**src/rtl/mpa_pkg.sv**
```systemverilog
// Package: shared types for the matrix pair arithmetic block.
package mpa_pkg;

	typedef enum logic [1:0] {
		ST_LOAD,
		ST_MAC,
		ST_ELEM,
		ST_DRAIN
	} mpa_state_t;

	// Control travelling with read data into the multiply-accumulate unit
	typedef struct packed {
		logic valid;
		logic first;
		logic last;
		logic take;
	} mac_ctrl_t;

endpackage

```
**src/rtl/mpa_in_if.sv**
```systemverilog
// Interface: input channel carrying one X/Y element pair per transaction.
interface mpa_in_if #(
	parameter int ELEM_WIDTH = 16
);
	logic                         valid;
	logic                         ready;
	logic signed [ELEM_WIDTH-1:0] x_element;
	logic signed [ELEM_WIDTH-1:0] y_element;

	modport source (output valid, output x_element, output y_element, input ready);
	modport sink   (input valid, input x_element, input y_element, output ready);
endinterface

```
**src/rtl/mpa_out_if.sv**
```systemverilog
// Interface: result channel carrying one element position per transaction.
interface mpa_out_if #(
	parameter int ELEM_WIDTH = 16
);
	logic                           valid;
	logic                           ready;
	logic signed [ELEM_WIDTH:0]     sum;
	logic signed [ELEM_WIDTH:0]     difference;
	logic signed [2*ELEM_WIDTH+1:0] product;
	logic signed [ELEM_WIDTH-1:0]   larger;
	logic signed [ELEM_WIDTH-1:0]   smaller;
	logic                           last;

	modport source (output valid, output sum, output difference, output product,
		output larger, output smaller, output last, input ready);
	modport sink   (input valid, input sum, input difference, input product,
		input larger, input smaller, input last, output ready);
endinterface

```
**src/rtl/matrix_pair_arithmetic.sv**
```systemverilog
// Top level: loads an X/Y matrix pair, then emits per-position sum, difference, matrix product, max, min.
// Loading: one pair transaction per cycle, SIDE*SIDE transactions fill both stores.
// Results: each position takes SIDE reads through the one multiplier, one element read, then the
//   multiplier and accumulator registers.
// The next result is computed while the previous one waits in the output register.
// Reset clears the sequencer, counters and valid flags; element stores are not cleared.
module matrix_pair_arithmetic #(
	parameter int SIDE       = 4,
	parameter int ELEM_WIDTH = 16
) (
	input  logic      clk,
	input  logic      arst_n,
	mpa_in_if.sink    operands,
	mpa_out_if.source results
);
	import mpa_pkg::*;

	localparam int CELLS  = SIDE * SIDE;
	localparam int ADDR_W = $clog2(CELLS);
	localparam int IDX_W  = $clog2(SIDE);
	localparam int PW     = 2 * ELEM_WIDTH + 2;
	localparam logic [IDX_W-1:0]  IDX_MAX  = IDX_W'(SIDE - 1);
	localparam logic [ADDR_W-1:0] CELL_MAX = ADDR_W'(CELLS - 1);

	mpa_state_t state_q;
	mpa_state_t state_nxt;

	logic [ADDR_W-1:0] load_count_q;
	logic [IDX_W-1:0]  row_q;
	logic [IDX_W-1:0]  col_q;
	logic [IDX_W-1:0]  k_q;

	logic              load_acc;   // pair transaction taken
	logic              emit;       // finished position moves into the output register
	logic [ADDR_W-1:0] x_raddr;
	logic [ADDR_W-1:0] y_raddr;
	logic              mac_rd;     // this cycle reads a row/column operand pair
	logic              elem_rd;    // this cycle reads the element pair at (row, col)

	logic signed [ELEM_WIDTH-1:0] x_rd;
	logic signed [ELEM_WIDTH-1:0] y_rd;

	// read-side flags, aligned with RAM output data
	logic rd_v_s1;
	logic rd_first_s1;
	logic rd_last_s1;
	logic elem_s1;

	logic signed [ELEM_WIDTH-1:0] x_e_q;
	logic signed [ELEM_WIDTH-1:0] y_e_q;

	mac_ctrl_t            mac_ctrl;
	logic signed [PW-1:0] mac_acc;
	logic                 mac_done;

	// output register
	logic                           out_valid_q;
	logic signed [ELEM_WIDTH:0]     sum_q;
	logic signed [ELEM_WIDTH:0]     diff_q;
	logic signed [PW-1:0]           prod_q;
	logic signed [ELEM_WIDTH-1:0]   larger_q;
	logic signed [ELEM_WIDTH-1:0]   smaller_q;
	logic                           last_q;

	logic [ADDR_W-1:0] elem_addr;

	assign elem_addr = ADDR_W'(row_q) * ADDR_W'(SIDE) + ADDR_W'(col_q);

	// ---------------------------------------------------------------
	// Element stores: written in load order, read by the sequencer
	// ---------------------------------------------------------------
	mpa_ram #(.WIDTH(ELEM_WIDTH), .DEPTH(CELLS)) u_x_store (
		.clk   (clk),
		.we    (load_acc),
		.waddr (load_count_q),
		.wdata (operands.x_element),
		.raddr (x_raddr),
		.rdata (x_rd)
	);

	mpa_ram #(.WIDTH(ELEM_WIDTH), .DEPTH(CELLS)) u_y_store (
		.clk   (clk),
		.we    (load_acc),
		.waddr (load_count_q),
		.wdata (operands.y_element),
		.raddr (y_raddr),
		.rdata (y_rd)
	);

	// ---------------------------------------------------------------
	// Sequencer: next state
	// ---------------------------------------------------------------
	always_comb begin
		state_nxt = state_q;
		case (state_q)
			ST_LOAD: begin
				if (load_acc && load_count_q == CELL_MAX) begin
					state_nxt = ST_MAC;
				end
			end
			ST_MAC: begin
				if (k_q == IDX_MAX) begin
					state_nxt = ST_ELEM;
				end
			end
			ST_ELEM: begin
				state_nxt = ST_DRAIN;
			end
			ST_DRAIN: begin
				if (emit) begin
					state_nxt = (row_q == IDX_MAX && col_q == IDX_MAX) ? ST_LOAD : ST_MAC;
				end
			end
			default: begin
				state_nxt = ST_LOAD;
			end
		endcase
	end

	// ---------------------------------------------------------------
	// Sequencer: outputs
	// ---------------------------------------------------------------
	always_comb begin
		operands.ready = 1'b0;
		mac_rd         = 1'b0;
		elem_rd        = 1'b0;
		emit           = 1'b0;
		x_raddr        = elem_addr;
		y_raddr        = elem_addr;
		case (state_q)
			ST_LOAD: begin
				operands.ready = 1'b1;
			end
			ST_MAC: begin
				mac_rd  = 1'b1;
				x_raddr = ADDR_W'(row_q) * ADDR_W'(SIDE) + ADDR_W'(k_q);
				y_raddr = ADDR_W'(k_q) * ADDR_W'(SIDE) + ADDR_W'(col_q);
			end
			ST_ELEM: begin
				elem_rd = 1'b1;
			end
			ST_DRAIN: begin
				// wait for the dot product, and for room in the output register
				emit = mac_done && (!out_valid_q || results.ready);
			end
			default: begin
				operands.ready = 1'b0;
			end
		endcase
	end

	assign load_acc = operands.valid && operands.ready;

	// ---------------------------------------------------------------
	// Control registers
	// ---------------------------------------------------------------
	always_ff @(posedge clk or negedge arst_n) begin
		if (!arst_n) begin
			state_q      <= ST_LOAD;
			load_count_q <= '0;
			row_q        <= '0;
			col_q        <= '0;
			k_q          <= '0;
			rd_v_s1      <= 1'b0;
			rd_first_s1  <= 1'b0;
			rd_last_s1   <= 1'b0;
			elem_s1      <= 1'b0;
			out_valid_q  <= 1'b0;
		end else begin
			state_q     <= state_nxt;
			rd_v_s1     <= mac_rd;
			rd_first_s1 <= mac_rd && (k_q == '0);
			rd_last_s1  <= mac_rd && (k_q == IDX_MAX);
			elem_s1     <= elem_rd;

			if (load_acc) begin
				load_count_q <= (load_count_q == CELL_MAX) ? '0 : load_count_q + 1'b1;
			end

			if (mac_rd) begin
				k_q <= (k_q == IDX_MAX) ? '0 : k_q + 1'b1;
			end

			// step to the next position in row-major order
			if (emit) begin
				if (col_q == IDX_MAX) begin
					col_q <= '0;
					row_q <= (row_q == IDX_MAX) ? '0 : row_q + 1'b1;
				end else begin
					col_q <= col_q + 1'b1;
				end
			end

			if (emit) begin
				out_valid_q <= 1'b1;
			end else if (results.ready) begin
				out_valid_q <= 1'b0;
			end
		end
	end

	// ---------------------------------------------------------------
	// Payload registers
	// ---------------------------------------------------------------
	always_ff @(posedge clk) begin
		if (elem_s1) begin
			x_e_q <= x_rd;
			y_e_q <= y_rd;
		end
		if (emit) begin
			sum_q     <= (ELEM_WIDTH+1)'(x_e_q) + (ELEM_WIDTH+1)'(y_e_q);
			diff_q    <= (ELEM_WIDTH+1)'(x_e_q) - (ELEM_WIDTH+1)'(y_e_q);
			prod_q    <= mac_acc;
			larger_q  <= (x_e_q > y_e_q) ? x_e_q : y_e_q;   // Y on a tie
			smaller_q <= (x_e_q < y_e_q) ? x_e_q : y_e_q;
			last_q    <= (row_q == IDX_MAX) && (col_q == IDX_MAX);
		end
	end

	// ---------------------------------------------------------------
	// Shared multiply-accumulate unit
	// ---------------------------------------------------------------
	always_comb begin
		mac_ctrl.valid = rd_v_s1;
		mac_ctrl.first = rd_first_s1;
		mac_ctrl.last  = rd_last_s1;
		mac_ctrl.take  = emit;
	end

	mpa_mac #(.ELEM_WIDTH(ELEM_WIDTH)) u_mac (
		.clk    (clk),
		.arst_n (arst_n),
		.ctrl   (mac_ctrl),
		.a      (x_rd),
		.b      (y_rd),
		.acc    (mac_acc),
		.done   (mac_done)
	);

	// ---------------------------------------------------------------
	// Result channel
	// ---------------------------------------------------------------
	assign results.valid      = out_valid_q;
	assign results.sum        = sum_q;
	assign results.difference = diff_q;
	assign results.product    = prod_q;
	assign results.larger     = larger_q;
	assign results.smaller    = smaller_q;
	assign results.last       = last_q;

endmodule

```
**src/rtl/mpa_ram.sv**
```systemverilog
// Generic single-write, single-read RAM with registered read data.
module mpa_ram #(
	parameter int WIDTH = 16,
	parameter int DEPTH = 16,
	localparam int AW = (DEPTH > 1) ? $clog2(DEPTH) : 1
) (
	input  logic             clk,
	input  logic             we,
	input  logic [AW-1:0]    waddr,
	input  logic [WIDTH-1:0] wdata,
	input  logic [AW-1:0]    raddr,
	output logic [WIDTH-1:0] rdata
);
	logic [WIDTH-1:0] mem [DEPTH];

	always_ff @(posedge clk) begin
		if (we) begin
			mem[waddr] <= wdata;
		end
		rdata <= mem[raddr];
	end
endmodule

```
**src/rtl/mpa_mac.sv**
```systemverilog
// Shared multiply-accumulate unit: registered product, then wrapping accumulator.
module mpa_mac #(
	parameter int ELEM_WIDTH = 16,
	localparam int MW = 2 * ELEM_WIDTH,
	localparam int PW = 2 * ELEM_WIDTH + 2
) (
	input  logic                   clk,
	input  logic                   arst_n,
	input  mpa_pkg::mac_ctrl_t     ctrl,
	input  logic signed [ELEM_WIDTH-1:0] a,
	input  logic signed [ELEM_WIDTH-1:0] b,
	output logic signed [PW-1:0]   acc,
	output logic                   done
);
	import mpa_pkg::*;

	logic signed [MW-1:0] mul_s2;
	logic                 mul_v_s2;
	logic                 mul_first_s2;
	logic                 mul_last_s2;
	logic signed [PW-1:0] acc_q;
	logic                 done_q;

	always_ff @(posedge clk or negedge arst_n) begin
		if (!arst_n) begin
			mul_v_s2     <= 1'b0;
			mul_first_s2 <= 1'b0;
			mul_last_s2  <= 1'b0;
			done_q       <= 1'b0;
		end else begin
			mul_v_s2     <= ctrl.valid;
			mul_first_s2 <= ctrl.first;
			mul_last_s2  <= ctrl.last;
			if (mul_v_s2 && mul_last_s2) begin
				done_q <= 1'b1;
			end else if (ctrl.take) begin
				done_q <= 1'b0;
			end
		end
	end

	// payload, no reset
	always_ff @(posedge clk) begin
		mul_s2 <= a * b;
		if (mul_v_s2) begin
			if (mul_first_s2) begin
				acc_q <= PW'(mul_s2);
			end else begin
				acc_q <= acc_q + PW'(mul_s2);
			end
		end
	end

	assign acc  = acc_q;
	assign done = done_q;
endmodule

```
**src/flat_wrapper.sv**
```systemverilog
// flat-port wrapper written by rule: the top's interface ports become plain ports
module matrix_pair_arithmetic_flat import mpa_pkg::*;
#(
	parameter int SIDE       = 4,
	parameter int ELEM_WIDTH = 16
)
  (clk, arst_n, operands_valid, operands_x_element, operands_y_element, operands_ready, results_valid, results_sum, results_difference, results_product, results_larger, results_smaller, results_last, results_ready);
  mpa_in_if #(.ELEM_WIDTH(ELEM_WIDTH)) operands_i ();
  mpa_out_if #(.ELEM_WIDTH(ELEM_WIDTH)) results_i ();
  input  logic clk;
  input  logic arst_n;
  input wire logic [$bits(operands_i.valid)-1:0] operands_valid;
  input wire logic [$bits(operands_i.x_element)-1:0] operands_x_element;
  input wire logic [$bits(operands_i.y_element)-1:0] operands_y_element;
  output wire logic [$bits(operands_i.ready)-1:0] operands_ready;
  output wire logic [$bits(results_i.valid)-1:0] results_valid;
  output wire logic [$bits(results_i.sum)-1:0] results_sum;
  output wire logic [$bits(results_i.difference)-1:0] results_difference;
  output wire logic [$bits(results_i.product)-1:0] results_product;
  output wire logic [$bits(results_i.larger)-1:0] results_larger;
  output wire logic [$bits(results_i.smaller)-1:0] results_smaller;
  output wire logic [$bits(results_i.last)-1:0] results_last;
  input wire logic [$bits(results_i.ready)-1:0] results_ready;
  assign operands_i.valid = operands_valid;
  assign operands_i.x_element = operands_x_element;
  assign operands_i.y_element = operands_y_element;
  assign operands_ready = operands_i.ready;
  assign results_valid = results_i.valid;
  assign results_sum = results_i.sum;
  assign results_difference = results_i.difference;
  assign results_product = results_i.product;
  assign results_larger = results_i.larger;
  assign results_smaller = results_i.smaller;
  assign results_last = results_i.last;
  assign results_i.ready = results_ready;
  matrix_pair_arithmetic #(.SIDE(SIDE), .ELEM_WIDTH(ELEM_WIDTH)) u_core (.clk(clk), .arst_n(arst_n), .operands(operands_i), .results(results_i));
endmodule
```
**config.mk**
```make
export PLATFORM = sky130hd
export DESIGN_NAME = matrix_pair_arithmetic_flat
export DESIGN_NICKNAME = d
export VERILOG_FILES = /design/src/rtl/mpa_pkg.sv /design/src/rtl/mpa_in_if.sv /design/src/rtl/mpa_out_if.sv /design/src/rtl/matrix_pair_arithmetic.sv /design/src/rtl/mpa_ram.sv /design/src/rtl/mpa_mac.sv /design/src/flat_wrapper.sv
export SDC_FILE = /design/constraint.sdc
export NUM_CORES = 2
export LEC_CHECK = 0
export BUFFER_PORTS_ARGS = -buffer_cell sky130_fd_sc_hd__buf_2
export CAP_MARGIN = 25
export CELL_PAD_IN_SITES_DETAIL_PLACEMENT = 0
export CELL_PAD_IN_SITES_GLOBAL_PLACEMENT = 1
export CORE_ASPECT_RATIO = 1.1
export CORE_MARGIN = 2
export CORE_UTILIZATION = 57
export CTS_CLUSTER_DIAMETER = 100
export DETAILED_ROUTE_END_ITERATION = 10
export GPL_TIMING_DRIVEN = 0
export PLACE_DENSITY_LB_ADDON = 0.25
export SLEW_MARGIN = 10
export SYNTH_ARGS = -nofsm -noshare
export SYNTH_HDL_FRONTEND = slang
export SYNTH_HIERARCHICAL = 1
export SYNTH_SLANG_ARGS = --single-unit
```
**constraint.sdc**
```tcl
create_clock -name clk -period 10.2 [get_ports clk]
set_input_delay 0 -clock clk [delete_from_list [all_inputs] [get_ports clk]]
set_output_delay 0 -clock clk [all_outputs]
set_load 0.05 [all_outputs]
```
# --- Yosys cells after proc, flatten, opt, wreduce, memory -nomap -nowiden ---
# Memories as Yosys holds them, arrays and structs flattened. A register that Yosys moved wholly into a read port is not among the register bits.
# Cells that the tools add are included.
word_totals:
  word_cells: 88
  ramBits: 512
  output_inout_bits: 103
  ff_bits: 220
  n_memories: 2
op_classes:
  n_eq_ne: 10
  muxes: 24
  add_sub_neg: 10
  order_cmp: 2
  n_reduce_logical: 15
  multipliers: 1
mem_list:
  columns: ["name", "words", "word_bits", "rd", "rd_clocked_by_memory_dff", "wr", "line_no", "rtl"]
  rows:
  - ["u_core.u_x_store.mem", 16, 16, 1, 1, 1, "mpa_ram.sv:14", "logic [WIDTH-1:0] mem [DEPTH];"]
  - ["u_core.u_y_store.mem", 16, 16, 1, 1, 1, "mpa_ram.sv:14", null]
op_table:
  columns: ["operator", "n"]
  rows:
  - ["adder 34 x 32 -> 34 bit", 1]
  - ["2-to-1 mux 34 bit", 1]
  - ["multiplier 16 x 16 -> 32 bit", 1]
  - ["2-to-1 mux 16 bit", 2]
  - ["adder 16 x 16 -> 17 bit", 1]
  - ["subtractor 16 x 16 -> 17 bit", 1]
  - ["greater-than comparator 16 bit", 1]
  - ["< comparator 16 bit", 1]
  - ["adder 4 x 2 -> 4 bit", 3]
  - ["2-to-1 mux 2 bit", 6]
  - ["2-to-1 mux 4 bit", 3]
  - ["2-to-1 mux 1 bit", 11]
  - ["== test 2 bit, second input constant", 5]
  - ["case mux 2 bit (4 select lines)", 1]
  - ["logical AND 1 bit", 7]
  - ["adder 2 x 1 -> 2 bit, second input constant", 3]
  - ["!= test 2 x 1 -> 1 bit, second input constant", 3]
  - ["adder 4 x 1 -> 4 bit, second input constant", 1]
  - ["== test 4 bit, second input constant", 1]
  - ["zero test 2 bit", 2]
  - ["nonzero test 2 bit", 2]
  - ["AND reduction 3 bit", 1]
  - ["== test 2 x 1 -> 1 bit, second input constant", 1]
  - ["AND reduction 2 bit", 1]
  - ["other kinds (2)", 2]

# --- Logic depth before layout (Yosys ltp) ---
logic_depth:
  word_depth: 6
  mapped_depth: 25
  mapped_depth_nobuf: 24

# --- By module ---
# The synthesis kept the hierarchy.
modules_own_cells:
  columns: ["mod", "cells_each", "instances", "seq_area_each_um2", "area_each_um2"]
  rows:
  - ["mpa_ram", 432, 2, 8007.7, 10043.4]
  - ["mpa_mac", 1418, 1, 1761.7, 13385.3]
  - ["matrix_pair_arithmetic", 597, 1, 4389.2, 7522.2]

# --- Worst setup path before layout ---
# No wires, ideal clock.
synth_timing:
  path_type: "reg2reg"
  startpoint: "reg u_core.u_y_store.rdata[7], read port of u_core.u_y_store.mem"
  endpoint: "reg u_core.u_mac.mul_s2[31]"
  required_ns: 10.080
  path_buffers: 1
  path_stages_with_launch: 25
  arrival_time_ns: 5.873
  period_less_slack_ns: 5.993
  setup_slack_ns: 4.207
  cell_sequence: "dfxtp_1 > clkbuf_1 > nand2_1 > fa_1 > inv_1 > fa_1 > inv_1 > fa_1 > inv_1 > fa_1 > fa_1 > inv_1 > fa_1 > inv_1 > ha_1 > a41oi_1 > o21ai_1 > a21o_1 > a21o_1 > a211o_1 > a21oi_2 > o31ai_1 > a211oi_2 > a21oi_1 > xnor2_1"
synth_via:
  elab_chain_cells: 1
synth_lines:
  columns: ["element", "line_no", "rtl"]
  rows:
  - ["from (decl)", "mpa_ram.sv:12", "output logic [WIDTH-1:0] rdata"]
  - ["multiplier 16 x 16 -> 32 bit", "mpa_mac.sv:44", "mul_s2 <= a * b;"]
  - ["to (signal assigned)", "mpa_mac.sv:44", null]
  - ["to (decl)", "mpa_mac.sv:17", "logic signed [MW-1:0] mul_s2;"]
# No other way between the ends.
# A chain may end at the register's enable or synchronous reset.

# --- Worst setup path in the final report ---
# Same ends and word-level chain as after synthesis.

==> flow_summary.yaml <==
clock_tree:
  cts.repair.resized: 0
  cts_buffer_depth: 3
  cts_buffers: 76
  clk_transition_reported_paths_ns: 0.06
  htreeDepth: 3
  cts_root_buf: "clkbuf_16"
  clk_latency_ns: 0.63
  cts.sinks: 763
  cts_setup_buffers: 0
  cts_tree: "built"
synth:
  synth-seq-cells: 763
  ys_seq_area_frac: 0.541
  synth.area.mux_share: 0.0830
  synthArstFlopShare: 0.0275
  synth_area_mm2: 0.0410
  synth-edff-count: 678
  synth_xor_area_frac: 0.0194
  ys_warn_count: 6
  synth_compound_area_frac: 0.0558
  synth.avg_cell_area_um2: 14.2
  ys.flop_type: "edfxtp_1"
  syn-num-nets: 3337
  synth_top_family_by_area: "adder cells"
  yosysUniqueCellTypes: 84
  syn_inst: 2879
  synth_adder_area_share: 0.177
  yosys.area_share.simple: 0.0784
worst_setup_path:
  r2r_setup_slack_ns: 3.00
  cp.arrival_ns: 7.69
  crit_path_max_incr_delay_ns: 0.72
  slowest_stage: "dfxtp_1"
  crit_path_frequent_cell: "fa_1"
  crit_type: "reg -> reg"
  start_kind: "flop"
  path_buf_inv: 6
  worstPathRequired_ns: 10.69
  crit_family: "adder cells"
  critPathMaxFanout: 10
  crit_path_cell_trace: "clkbuf_1, nand2_1, fa_1, inv_1, fa_1, inv_1, fa_1, inv_1, fa_1, fa_1, inv_1, fa_1, inv_1, ha_1, a41oi_1, o21ai_1, a21o_1, a21o_1, a211o_1, a21oi_2, o31ai_1, a211oi_2, a21oi_1, xnor2_1"
  crit_path_end_kind: "flop"
global_route:
  grt_pass1_wl_um: 148000
  grt_antenna_before_repair: 2
  grtUsageTotal: 0.264
  grt_max_degree: 61
  grt_pass1_vias: 25900
  grt.overflow.total: 0
die:
  die_h_um: 285
  die_w_um: 260
  initial_core_util: 0.573
  io_pins: 139
  rows: 103
  die_area_mm2: 0.0741
  coreArea_mm2: 0.0715
detailed_routing:
  routed_via_density: 5.90
  detail-route-antenna-nets: 0
  wl_um: 95600
  route.detailed.drc: 0
  drtIter0Drc: 1965
  avgRoutedWirePerCell_um: 22.9
  drtPass1Iterations: 5
  vias: 24668
timing:
  rsz0062_at_grt: "false"
  skew_ns: 0.0505
  fin_crit_ns: 7.20
  finalSetupViolCount: 0
  slew_headroom: 0.380
  fin_tns_setup_ns: 0
  final-max-slew-violation-count: 0
  finalHoldViolCount: 0
  period_share: 0.706
  fmax_mhz: 139
  worst_pin_slew_ns: 0.925
final_layout:
  layout_common_cells: "edfxtp_1, inv_1, fa_1"
  fin_cells: 4178
  final_common_cell: "edfxtp_1"
  area_growth_pct: 13.1
  layout-drive-gt1-share: 0.166
  fill_cells: 5180
  diodes: 0
  postLayoutCellArea_mm2: 0.0464
  final_nets: 3627
  regArea_mm2: 0.0222
  multiInputGateArea_mm2: 0.0171
placement:
  gp_congestion: 0.926
  hpwl_um: 68200
  portBuffers: 138
  dpl_cell_area_mm2: 0.0435
  dp_cells: 3999
min_path:
  hp-class: "in -> reg"
job:
  maxCapViolCount: 0
status:
  status: "finished, final reports clean"
per-layer routing:
layer  global-route usage  vias to the layer above  share of wire
met1                0.342                    12707           0.38
met2                0.461                      931           0.52
met5                    0                        -              0
met3               0.0376                      174          0.064
met4               0.0852                        0          0.030
li1                     -                    10856              -
final timing paths:
path                                           start                 endpoint  cells after the start
setup reg to reg           u_core/u_y_store/rdata[7]  u_core/u_mac/mul_s2[31]                     24
min in group asynchronous                     arst_n            u_core/k_q[1]                      3
hold reg to reg                       u_core/rd_v_s1    u_core/u_mac/mul_v_s2                      0
hold / removal                         results_ready     u_core/results.valid                      4
setup / recovery           u_core/u_y_store/rdata[7]  u_core/u_mac/mul_s2[31]                     24
max in group asynchronous                     arst_n    u_core/u_mac/mul_v_s2                      4
sequential cells by signal (all words and copies together), names as in the netlist, 2 cells and up:
register,cells
u_core/y_e_q,16
u_core/results.product,34
u_core/u_mac/acc,34
u_core/state_q,2
u_core/results.sum,17
u_core/u_y_store/mem,256
u_core/u_mac/mul_s2,32
u_core/k_q,2
u_core/results.smaller,16
u_core/row_q,2
u_core/u_y_store/rdata,16
u_core/results.larger,16
u_core/results.difference,16
u_core/col_q,2
u_core/load_count_q,4
u_core/u_x_store/rdata,16
u_core/x_e_q,16
u_core/u_x_store/mem,256
layout make-up:
| type | instances | share of cell area |
|---|---|---|
| Buffer | 113 | 0.0124 |
| Clock buffer | 104 | 0.0456 |
| Clock inverter | 38 | 0.00928 |
| Inverter | 341 | 0.0277 |
| Multi-Input combinational cell | 1662 | 0.368 |
| Sequential cell | 763 | 0.478 |
| Tap cell | 945 | 0.0255 |
| Timing Repair Buffer | 212 | 0.0335 |
cells in the mapped netlist, drive strengths merged, types with 10 or more instances:
| library cell | count | area share |
|---|---|---|
| nand2b | 29 | 0.0044 |
| nor2 | 81 | 0.0074 |
| mux2 | 34 | 0.010 |
| nor2b | 17 | 0.0026 |
| nand3 | 41 | 0.0053 |
| xor2 | 22 | 0.0047 |
| o31ai | 12 | 0.0025 |
| edfxtp | 678 | 0.50 |
| a21oi | 66 | 0.0088 |
| dfxtp | 64 | 0.031 |
| mux4 | 128 | 0.072 |
| o21ai | 75 | 0.0094 |
| a211oi | 10 | 0.0024 |
| ha | 157 | 0.048 |
| dfrtp | 21 | 0.013 |
| a21o | 30 | 0.0055 |
| nor3 | 27 | 0.0033 |
| and2 | 124 | 0.019 |
| a22oi | 64 | 0.012 |
| xnor2 | 69 | 0.015 |
| fa | 265 | 0.13 |
| buf | 43 | 0.0076 |
| clkbuf | 70 | 0.0064 |
| nand2 | 261 | 0.024 |
| nand4 | 43 | 0.0066 |
| inv | 340 | 0.031 |
through the flow:
| step | util | hold slack, ns | worst slack, ns |
|---|---|---|---|
| after floorplan | - | -0.296 | 4.21 |
| after global placement | 0.599 | -0.0260 | 3.17 |
| after detailed placement | 0.608 | -0.0152 | 3.11 |
| after CTS | 0.648 | 0.228 | 3.07 |
| after global routing | 0.648 | 0.312 | 2.65 |
| final | 0.648 | 0.304 | 3.00 |
worst register-to-register path: stages, from the launching register on:
cell      delay [ns]
dfxtp_1         0.72
clkbuf_1        0.56
nand2_1         0.18
fa_1            0.57
inv_1           0.05
fa_1            0.50
inv_1           0.05
fa_1            0.53
inv_1           0.05
fa_1            0.51
fa_1            0.50
inv_1           0.05
fa_1            0.47
inv_1           0.04
ha_1            0.32
a41oi_1         0.23
o21ai_1         0.12
a21o_1          0.17
a21o_1          0.19
a211o_1         0.29
a21oi_2         0.25
o31ai_1         0.15
a211oi_2        0.27
a21oi_1         0.12
xnor2_1         0.21
logic make-up (layout without fill, tap and decap cells):
group / Yosys count / count (layout)
AND/OR/NAND/NOR: 655 / 655
XOR/XNOR: 91 / 91
flip-flops: 763 / 763
adder cells (fa/ha/maj): 422 / 422
buffers and inverters: 454 / 808
AO/OA/AOI/OAI: 329 / 329
multiplexers: 165 / 165
repair_timing:
item	CTS	global route
setup endpoints to repair	0	0
hold buffers	36	0
hold endpoints to repair	539	0
Power is not shown: default switching activity piles up to over one toggle a cycle in this logic, so the estimate is an artifact.
